**src/design/tdc_hit_stream_decoder_assert.svh**
```systemverilog
// assertion macros for the tdc hit stream decoder
`ifndef TDC_HIT_STREAM_DECODER_ASSERT_SVH
`define TDC_HIT_STREAM_DECODER_ASSERT_SVH

// same-cycle implication, disabled during reset
`define TDCHSD_ASSERT_IMP(label, ante, cons) \
	label: assert property (@(posedge clk) disable iff (!arst_n) (ante) |-> (cons)) \
		else $error("tdchsd assertion failed");

// next-cycle implication, disabled during reset
`define TDCHSD_ASSERT_NXT(label, ante, cons) \
	label: assert property (@(posedge clk) disable iff (!arst_n) (ante) |=> (cons)) \
		else $error("tdchsd assertion failed");

`endif

```
**src/design/tdchsd_pkg.sv**
```systemverilog
// types, word kind codes and channel map table for the tdc hit stream decoder
package tdchsd_pkg;

	localparam logic [3:0] WK_LEAD_HIT  = 4'h4;
	localparam logic [3:0] WK_MOD_TRL   = 4'h9;
	localparam logic [3:0] WK_EVENT_TRL = 4'hB;

	localparam int unsigned CHAN_W = 14;
	localparam int unsigned TIME_W = 19;
	localparam int unsigned MODS_W = 8;
	localparam int unsigned SOCK_W = 4;

	typedef enum logic [1:0] {
		RES_HIT      = 2'd0,
		RES_EVT_OK   = 2'd1,
		RES_EVT_ERR  = 2'd2,
		RES_BAD_SOCK = 2'd3
	} result_kind_t;

	typedef struct packed {
		result_kind_t        kind;
		logic [CHAN_W-1:0]   channel;
		logic [TIME_W-1:0]   hit_time;
		logic [MODS_W-1:0]   modules_seen;
		logic [SOCK_W-1:0]   socket_code;
	} result_t;

	localparam logic [5:0] CHAN_TABLE [0:3][0:15] = '{
		'{6'h17, 6'h16, 6'h07, 6'h06, 6'h15, 6'h14, 6'h05, 6'h04,
		  6'h13, 6'h12, 6'h03, 6'h02, 6'h11, 6'h10, 6'h01, 6'h00},
		'{6'h1F, 6'h1E, 6'h0F, 6'h0E, 6'h1D, 6'h1C, 6'h0D, 6'h0C,
		  6'h1B, 6'h1A, 6'h0B, 6'h0A, 6'h19, 6'h18, 6'h09, 6'h08},
		'{6'h37, 6'h36, 6'h27, 6'h26, 6'h35, 6'h34, 6'h25, 6'h24,
		  6'h33, 6'h32, 6'h23, 6'h22, 6'h31, 6'h30, 6'h21, 6'h20},
		'{6'h3F, 6'h3E, 6'h2F, 6'h2E, 6'h3D, 6'h3C, 6'h2D, 6'h2C,
		  6'h3B, 6'h3A, 6'h2B, 6'h2A, 6'h39, 6'h38, 6'h29, 6'h28}
	};

endpackage

```
**src/design/tdchsd_decode.sv**
```systemverilog
// word decode: kind select, socket decode, channel mapping and module counter update
module tdchsd_decode #(
	parameter int unsigned MODULE_BITS = 8
) (
	input  logic [31:0]            word,
	input  logic [MODULE_BITS-1:0] count,
	input  logic [7:0]             expected,
	output logic                   has_result,
	output tdchsd_pkg::result_t    res,
	output logic [MODULE_BITS-1:0] count_next
);
	import tdchsd_pkg::*;

	localparam int unsigned CW = MODULE_BITS + 6;

	logic [3:0]                  kind;
	logic [3:0]                  sock;
	logic [1:0]                  sock_num;
	logic                        sock_ok;
	logic [5:0]                  mapped;
	logic [CW+CHAN_W-1:0]        chan_ext;
	logic [MODULE_BITS+MODS_W-1:0] mods_ext;
	logic                        count_match;

	assign kind = word[31:28];
	assign sock = word[27:24];

	always_comb begin
		sock_ok  = 1'b1;
		sock_num = 2'd0;
		unique case (sock)
			4'b0001: sock_num = 2'd0;
			4'b0010: sock_num = 2'd1;
			4'b0100: sock_num = 2'd2;
			4'b1000: sock_num = 2'd3;
			default: sock_ok = 1'b0;
		endcase
	end

	// channel bit 19 does not select the entry
	assign mapped      = CHAN_TABLE[sock_num][word[23:20]];
	assign chan_ext    = {{CHAN_W{1'b0}}, count, mapped};
	assign mods_ext    = {{MODS_W{1'b0}}, count};
	assign count_match = ({{MODS_W{1'b0}}, count} == {{MODULE_BITS{1'b0}}, expected});

	always_comb begin
		has_result       = 1'b0;
		count_next       = count;
		res.kind         = RES_HIT;
		res.channel      = '0;
		res.hit_time     = '0;
		res.modules_seen = mods_ext[MODS_W-1:0];
		res.socket_code  = '0;
		unique case (kind)
			WK_EVENT_TRL: begin
				has_result = 1'b1;
				count_next = '0;
				res.kind   = count_match ? RES_EVT_OK : RES_EVT_ERR;
			end
			WK_MOD_TRL: begin
				if (count != {MODULE_BITS{1'b1}}) begin
					count_next = count + 1'b1;
				end
			end
			WK_LEAD_HIT: begin
				has_result      = 1'b1;
				res.socket_code = sock;
				if (sock_ok) begin
					res.kind     = RES_HIT;
					res.channel  = chan_ext[CHAN_W-1:0];
					res.hit_time = word[TIME_W-1:0];
				end else begin
					res.kind = RES_BAD_SOCK;
				end
			end
			default: begin
				has_result = 1'b0;
			end
		endcase
	end

endmodule

```
**src/design/tdchsd_out_stage.sv**
```systemverilog
// result register driving the master stream side
module tdchsd_out_stage (
	input  logic                clk,
	input  logic                arst_n,
	input  logic                load,
	input  tdchsd_pkg::result_t res,
	output logic                can_load,
	output logic                m_tvalid,
	input  logic                m_tready,
	output logic [47:0]         m_tdata,  // hit_channel, hit_time, modules_seen, socket_code
	output logic [1:0]          m_tuser   // result_kind
);
	import tdchsd_pkg::*;

	logic    valid_q;
	result_t res_q;

	assign can_load = !valid_q || m_tready;

	always_ff @(posedge clk or negedge arst_n) begin
		if (!arst_n) begin
			valid_q <= 1'b0;
		end else if (can_load) begin
			valid_q <= load;
		end
	end

	always_ff @(posedge clk) begin
		if (load && can_load) begin
			res_q <= res;
		end
	end

	assign m_tvalid = valid_q;
	assign m_tuser  = res_q.kind;
	assign m_tdata  = {3'b000, res_q.socket_code, res_q.modules_seen,
	                   res_q.hit_time, res_q.channel};

endmodule

```
**src/design/tdc_hit_stream_decoder.sv**
```systemverilog
// top level of the tdc hit stream decoder
// path: input register, combinational decode, then the result register behind m_tvalid
// throughput: one word per cycle; the input register and the result register
// each take a new item in every cycle the downstream side keeps up
// reset: asynchronous, active low; clears the module counter and the valid flags,
// and sets expected_modules to 3
module tdc_hit_stream_decoder #(
	parameter int unsigned MODULE_BITS = 8
) (
	input  logic        clk,
	input  logic        arst_n,
	input  logic        s_tvalid,
	output logic        s_tready,
	input  logic [31:0] s_tdata,   // data_word
	output logic        m_tvalid,
	input  logic        m_tready,
	output logic [47:0] m_tdata,   // hit_channel, hit_time, modules_seen, socket_code
	output logic [1:0]  m_tuser,   // result_kind
	input  logic        cfg_valid,
	output logic        cfg_ready,
	input  logic [7:0]  cfg_data   // expected_modules
);
	import tdchsd_pkg::*;

	logic                   valid_s1;
	logic [31:0]            word_s1;
	logic [MODULE_BITS-1:0] count_q;
	logic [7:0]             expected_q;
	logic                   has_result;
	result_t                res;
	logic [MODULE_BITS-1:0] count_next;
	logic                   out_can_load;
	logic                   advance;

	assign cfg_ready = 1'b1;
	assign advance   = valid_s1 && (!has_result || out_can_load);
	assign s_tready  = !valid_s1 || advance;

	always_ff @(posedge clk or negedge arst_n) begin
		if (!arst_n) begin
			valid_s1   <= 1'b0;
			count_q    <= '0;
			expected_q <= 8'd3;
		end else begin
			if (s_tready) begin
				valid_s1 <= s_tvalid;
			end
			if (advance) begin
				count_q <= count_next;
			end
			if (cfg_valid && cfg_ready) begin
				expected_q <= cfg_data;
			end
		end
	end

	always_ff @(posedge clk) begin
		if (s_tvalid && s_tready) begin
			word_s1 <= s_tdata;
		end
	end

	tdchsd_decode #(
		.MODULE_BITS(MODULE_BITS)
	) u_decode (
		.word       (word_s1),
		.count      (count_q),
		.expected   (expected_q),
		.has_result (has_result),
		.res        (res),
		.count_next (count_next)
	);

	tdchsd_out_stage u_out (
		.clk      (clk),
		.arst_n   (arst_n),
		.load     (valid_s1 && has_result),
		.res      (res),
		.can_load (out_can_load),
		.m_tvalid (m_tvalid),
		.m_tready (m_tready),
		.m_tdata  (m_tdata),
		.m_tuser  (m_tuser)
	);

`include "tdc_hit_stream_decoder_assert.svh"

	`TDCHSD_ASSERT_NXT(a_count_cleared, advance && (word_s1[31:28] == WK_EVENT_TRL), count_q == '0)
	`TDCHSD_ASSERT_IMP(a_bad_sock_code, m_tvalid && (m_tuser == RES_BAD_SOCK), !$onehot(m_tdata[44:41]))
	`TDCHSD_ASSERT_IMP(a_hit_sock_code, m_tvalid && (m_tuser == RES_HIT), $onehot(m_tdata[44:41]))
	`TDCHSD_ASSERT_IMP(a_evt_no_hit, m_tvalid && ((m_tuser == RES_EVT_OK) || (m_tuser == RES_EVT_ERR)), m_tdata[32:0] == '0)

endmodule

```
**config.mk**
```make
export PLATFORM = sky130hd
export DESIGN_NAME = tdc_hit_stream_decoder
export DESIGN_NICKNAME = d
export VERILOG_FILES = /design/src/design/tdchsd_pkg.sv /design/src/design/tdchsd_decode.sv /design/src/design/tdchsd_out_stage.sv /design/src/design/tdc_hit_stream_decoder.sv
export VERILOG_INCLUDE_DIRS = /design/src /design/src/design
export SDC_FILE = /design/constraint.sdc
export NUM_CORES = 1
export LEC_CHECK = 0
export ABC_CLOCK_PERIOD_IN_PS = 3400
export BUFFER_PORTS_ARGS = -buffer_cell sky130_fd_sc_hd__buf_2
export CORE_MARGIN = 4
export CORE_UTILIZATION = 47
export CTS_CLUSTER_SIZE = 25
export DETAILED_ROUTE_END_ITERATION = 10
export GPL_TIMING_DRIVEN = 0
export PLACE_DENSITY = 0.79
export SYNTH_ARGS = -nofsm -noshare
export SYNTH_HDL_FRONTEND = slang
export SYNTH_SLANG_ARGS = --single-unit
```
**constraint.sdc**
```tcl
create_clock -name clk -period 3.4 [get_ports clk]
set_clock_uncertainty 0.05 [all_clocks]
set_input_delay 0.85 -clock clk [delete_from_list [all_inputs] [get_ports clk]]
set_output_delay 0.85 -clock clk [all_outputs]
set_load 0.02 [all_outputs]
```
==> results_dict.tcl, run 1 <==
set metrics [dict create \
    netlist_top_cells_area "edfxtp_1 62%, dfrtp_1 11%, and2_1 5.3%" \
    worst_slack_ns 0.580 \
    rows 32 \
    gp_congestion 0.874 \
    post-cts-setup-buffers 0 \
    layout_common_cells "93 x buf_2, 78 x edfxtp_1, 31 x and2_1" \
    ctsResizeCount 0 \
    viasPerCell 4.85 \
    cts.sink_count 96 \
    ant_nets 0 \
    finalHoldWorstSlack_ns 0.353 \
    core_area_um2 7770 \
    netlist_instances 235 \
    place_ws_ns 0.693 \
    drtIter0Drc 143 \
    end_kind "output pin" \
    setup_viol 0 \
    cts_hold_buf 0 \
    layout-drive-gt1-share_pct 39.4 \
    syn_area_um2 3760 \
    n_antenna_cell 0 \
    cp.required_ns 2.50 \
    ys_types 47 \
    grt_overflow 0 \
    path_max_fanout 8 \
    synth_area_per_cell_um2 16.0 \
    clock.fmax_mhz 355 \
    finalCritPeriodShare_pct 83.0 \
    wl_per_cell_um 14.9 \
    grt_pass1_vias 2194 \
    final_hold_viol_count 0 \
    ys_warn_count 0 \
    relSlewSlack_pct 52.0 \
    io_buffers 91 \
    worst_pin_slew_ns 0.720 \
    dp_hpwl_um 4820 \
    final_nets 386 \
    num_io_pins 98 \
    clkPwrFrac_pct 31.3 \
    powerDensity_nw_per_um2 481 \
    switching_share_pct 24.0 \
    initial_core_util_pct 48.4 \
    critPathArrivalTime_ns 1.92 \
    cts_buffer_depth 2 \
    grt_max_degree 32 \
    path_clk_slew_ns 0.10 \
    die_area_um2 9490 \
    track_usage_pct 14.7 \
    power_switching_uw 526 \
    areaGrowthSynthToFinish_pct 21.4 \
    pwr-share-comb_pct 6.8 \
    drc_errors 0 \
    yosys_register_bits 96 \
    cts_tree "yes" \
    final_util_pct 58.7 \
    p_leak_uw 0.00186 \
    maxCapViolCount 0 \
    num_vias 2169 \
    synthDominantCellAreaShare_pct 62.4 \
    drt_wl_total_um 6650 \
    yosys.area.top_type "edfxtp_1" \
    drv_slew 0 \
    hp-class "in -> async" \
    die_w_um 97.4 \
    numCtsBuffers 9 \
    cp-start-kind "flip-flop" \
    status "finished clean" \
    critPathKind "reg -> out" \
    cts_root_buf "clkbuf_8" \
    antenna_found_initial 0 \
    seqPwrFrac_pct 61.9 \
    htree_levels 3 \
    rsz0062_at_grt "no" \
    period_needed_ns 2.82 \
    die-height_um 97.4 \
    max-vdd-ir-drop_v 0.000231 \
    clkLatencyLatePin_ns 0.36 \
    yosysSeqAreaShare_pct 74.4 \
    p_int_uw 1670 \
    dr.pass1.iters 4 \
    layout_commonest_cell "buf_2" \
    grt_pass1_wl_um 10900 \
]
## logic make-up after synthesis
family / Yosys count / share of synthesized area, %
flops: 96 / 74.4
simple gates: 78 / 12.9
compound gates: 22 / 4.33
buf+inv: 16 / 2.50
xor+xnor: 11 / 2.56
mux: 9 / 2.80
other cells: 2 / 0.200
fa+ha+maj: 1 / 0.333
## sequential cells by signal, summed over array words and instances, names as in the netlist
register        flops
valid_s1            1
u_out.m_tuser       2
u_out.m_tdata      45
word_s1            31
count_q             8
expected_q          8
u_out.m_tvalid      1
## routing by layer
layer | vias up | share of wire, % | routed length, um | global-route usage [%]
met3 | 6 | 6.9 | 457 | 4.09
met1 | 1018 | 45 | 2970 | 19.3
met2 | 74 | 47 | 3150 | 22.7
li1 | 1071 | - | - | -
met4 | 0 | 1.1 | 72 | 6.82
met5 | - | 0 | 0 | 0
## stage by stage
| step | instances | setup TNS [ns] | power (uW) | instance area, um^2 |
|---|---|---|---|---|
| final | 447 | 0 | 2200 | 4560 |
| after global routing | 447 | 0 | 2290 | 4560 |
| after global placement | 430 | -2.69 | 1520 | 4350 |
| after floorplan | 237 | 0 | 1470 | 3770 |
| after CTS | 447 | 0 | 2210 | 4560 |
| after detailed placement | 431 | 0 | 1540 | 4380 |
## worst max-delay path, stage by stage, from the launching register on
cell      delay [ns]
edfxtp_1        0.45
or4b_1          0.55
buf_6           0.16
nand2_1         0.08
nand3_1         0.13
buf_2           0.19
## layout make-up
class,count,area (um^2)
clock inverter,7,53.8
sequential,96,2800
tap,102,128
multi-input combinational,125,883
timing repair buffer,92,483
buffer,14,86.3
clock buffer,9,124
fill,658,3210
inverter,2,7.51
## power groups by stage
| stage | clock network (uW) | logic [uW] | registers (uW) |
|---|---|---|---|
| 2_1_floorplan | 0 | 86.5 | 1380 |
| 3_5_place_dp | 0 | 151 | 1380 |
| 3_3_place_gp | 0 | 142 | 1380 |
| 6_report | 687 | 150 | 1360 |
| 4_1_cts | 702 | 152 | 1360 |
| 5_1_grt | 757 | 166 | 1360 |
## Yosys cell counts, drive strengths merged
master and n:
a31o 1, edfxtp 78, or3 3, dfrtp 16
dfstp 2, o31a 1, and3 2, clkbuf 5
inv 2, o211ai 3, buf 9, nand3 5
nor4 2, conb 2, nand4bb 1, nor3 1
nor2 6, a22o 1, a31oi 1, ha 1
mux2 9, and4bb 1, nand4b 3, xor2 1
nor2b 5, or2 1, and4b 1, a21oi 2
or4 1, o31ai 4, a211o 1, o21ai 7
and2 32, or4b 1, nand2b 3, o22ai 1
nand4 4, nand2 5, xnor2 10, nor4b 1
## worst paths after layout
check,startpoint,to,slack (ns),cells after the start
max,word_s1[29],s_tready,0.58,5
min,arst_n,count_q[3],0.35,1
max reg2reg,word_s1[29],u_out.m_tdata[0],0.88,6
min reg2reg,count_q[2],u_out.m_tdata[35],0.41,0
max in group asynchronous,arst_n,expected_q[0],2.62,1
min in group clk,count_q[2],u_out.m_tdata[35],0.41,0
Note: power is estimated with default switching activity, not from simulation.
==> run 2: changes to the inputs <==
Settings changed: ABC_CLOCK_PERIOD_IN_PS 3400 to 2700, CORE_UTILIZATION 47 to 52, PLACE_DENSITY 0.79 to 0.83.
Clock period 3.4 ns to 2.7 ns, I/O delays scaled along.
==> run 2 against run 1 <==
  * Register-to-register slack got worse by 0.63 ns
  * Core utilization up 8.2 points
  * Flip-flop and latch count unchanged
  * Sequential share of layout area shrank 0.83 points
  * Via count up 1.8%
  * Cell area rose by 1.4%
  * Sequential power grew 26%
  * Cell count is 0.89% lower
  * Combinational power is 27% higher
==> results_dict.tcl, run 2 (same netlist as run 1, synthesis figures left out) <==
set metrics [dict create \
    status "finished clean" \
    cp-start-kind "flip-flop" \
    final_hold_viol_count 0 \
    critPathArrivalTime_ns 1.86 \
    grt_overflow 0 \
    layout-drive-gt1-share_pct 39.8 \
    dpl.cell_count 424 \
    layout_commonest_cell "buf_2" \
    die-height_um 93.0 \
    end_kind "output pin" \
    finalHoldWorstSlack_ns 0.194 \
    pwr-share-comb_pct 6.3 \
    cts.sink_count 96 \
    clkPwrFrac_pct 36.5 \
    worst_slack_ns 0.114 \
    finalCritPeriodShare_pct 95.8 \
    n_antenna_cell 0 \
    powerDensity_nw_per_um2 647 \
    switching_share_pct 20.6 \
    period_needed_ns 2.59 \
    die_w_um 93.0 \
    die_area_um2 8650 \
    power_switching_uw 615 \
    cts_root_buf "clkbuf_8" \
    cts_tree "yes" \
    p_leak_uw 0.00189 \
    dr.pass1.iters 4 \
    path_max_fanout 8 \
    setup_viol 0 \
    place_ws_ns -0.139 \
    cts_buffer_depth 2 \
    io_buffers 91 \
    grt_pass1_vias 2173 \
    placedInstanceArea_um2 4350 \
    ant_nets 0 \
    drc_errors 0 \
    largest_register_ffs 45 \
    cts_hold_buf 0 \
    worstSetupStartpoint "word_s1[31]" \
    layout_common_cells "92 x buf_2, 78 x edfxtp_1, 31 x and2_1" \
    drtIter0Drc 125 \
    hp-class "in -> async" \
    clkLatencyLatePin_ns 0.35 \
    p_int_uw 2370 \
    cp.required_ns 1.98 \
    htree_levels 3 \
    reg2regPathDepth 5 \
    grt_max_degree 32 \
    core_area_um2 6910 \
    fin_cells 443 \
    wl_per_cell_um 15.1 \
    drv_slew 0 \
    initial_core_util_pct 54.4 \
    rsz0062_at_grt "no" \
    final_nets 388 \
    critPathKind "reg -> out" \
    rows 30 \
    seqPwrFrac_pct 57.2 \
    drt_wl_total_um 6690 \
    clock.fmax_mhz 387 \
    track_usage_pct 16.3 \
    num_io_pins 98 \
    relSlewSlack_pct 53.0 \
    worst_pin_slew_ns 0.704 \
    num_vias 2207 \
    stdcell_area_um2 4620 \
    maxCapViolCount 0 \
    grt_pass1_wl_um 10700 \
    viasPerCell 4.98 \
    antenna_found_initial 0 \
    areaGrowthSynthToFinish_pct 23.1 \
    dp_hpwl_um 4710 \
    gp_congestion 0.875 \
    numCtsBuffers 9 \
    max-vdd-ir-drop_v 0.000322 \
    path_clk_slew_ns 0.09 \
    r2r_start "word_s1[31]" \
]
-- run 2: timing repair --
item / in CTS / in global routing
setup buffers: 0 / 2
resized for setup: 1 / 3
pin swaps: 1 / 0
gates cloned: 1 / 0
endpoints found under the setup margin: 47 / 1
-- run 2: final timing paths --
| check | end | slack, ns |
|---|---|---|
| worst min-delay path | count_q[0] | 0.19 |
| worst min register to register | u_out.m_tdata[35] | 0.40 |
| min in group clk | u_out.m_tdata[35] | 0.40 |
| worst max-delay path | s_tready | 0.11 |
| max in group asynchronous | expected_q[0] | 2.07 |
| worst max register to register | u_out.m_tdata[31] | 0.25 |
-- run 2: through the flow --
stage                     total power (uW)  util (%)  TNS (ns)
after CTS                             3010      66.5         0
after detailed placement              1930      62.9     -6.33
after global routing                  3120      66.9         0
after floorplan                       1850         -         0
after global placement                1920      62.9     -1.05
final                                 2990      66.9         0
-- run 2: cell type report --
class / instances / area (um^2)
tap: 96 / 120
clock buffer: 11 / 131
inverter: 2 / 7.51
fill: 522 / 2280
sequential: 96 / 2800
multi-input combinational: 126 / 900
clock inverter: 5 / 106
buffer: 14 / 86.3
timing repair buffer: 93 / 477
-- run 2: critical path, cell delays in order (launching register included) --
cell and delay, ns:
edfxtp_1 0.47, or4b_1 0.51, buf_6 0.16, nand2_1 0.10, nand3_2 0.12, buf_6 0.17
-- run 2: power by group through the flow --
stage / clock, uW / sequential, uW / combinational, uW
after global routing: 1190 / 1720 / 212
after CTS: 1110 / 1710 / 188
after global placement: 0 / 1740 / 179
after floorplan: 0 / 1740 / 110
after detailed placement: 0 / 1740 / 186
final: 1090 / 1710 / 190
-- run 2: routing by layer --
metal	wire (um)	share of wire, %	global-route usage [%]
met5	0	0	0
met4	98	1.5	6.23
met3	355	5.3	4.34
met2	3290	49	25.9
met1	2950	44	21.7
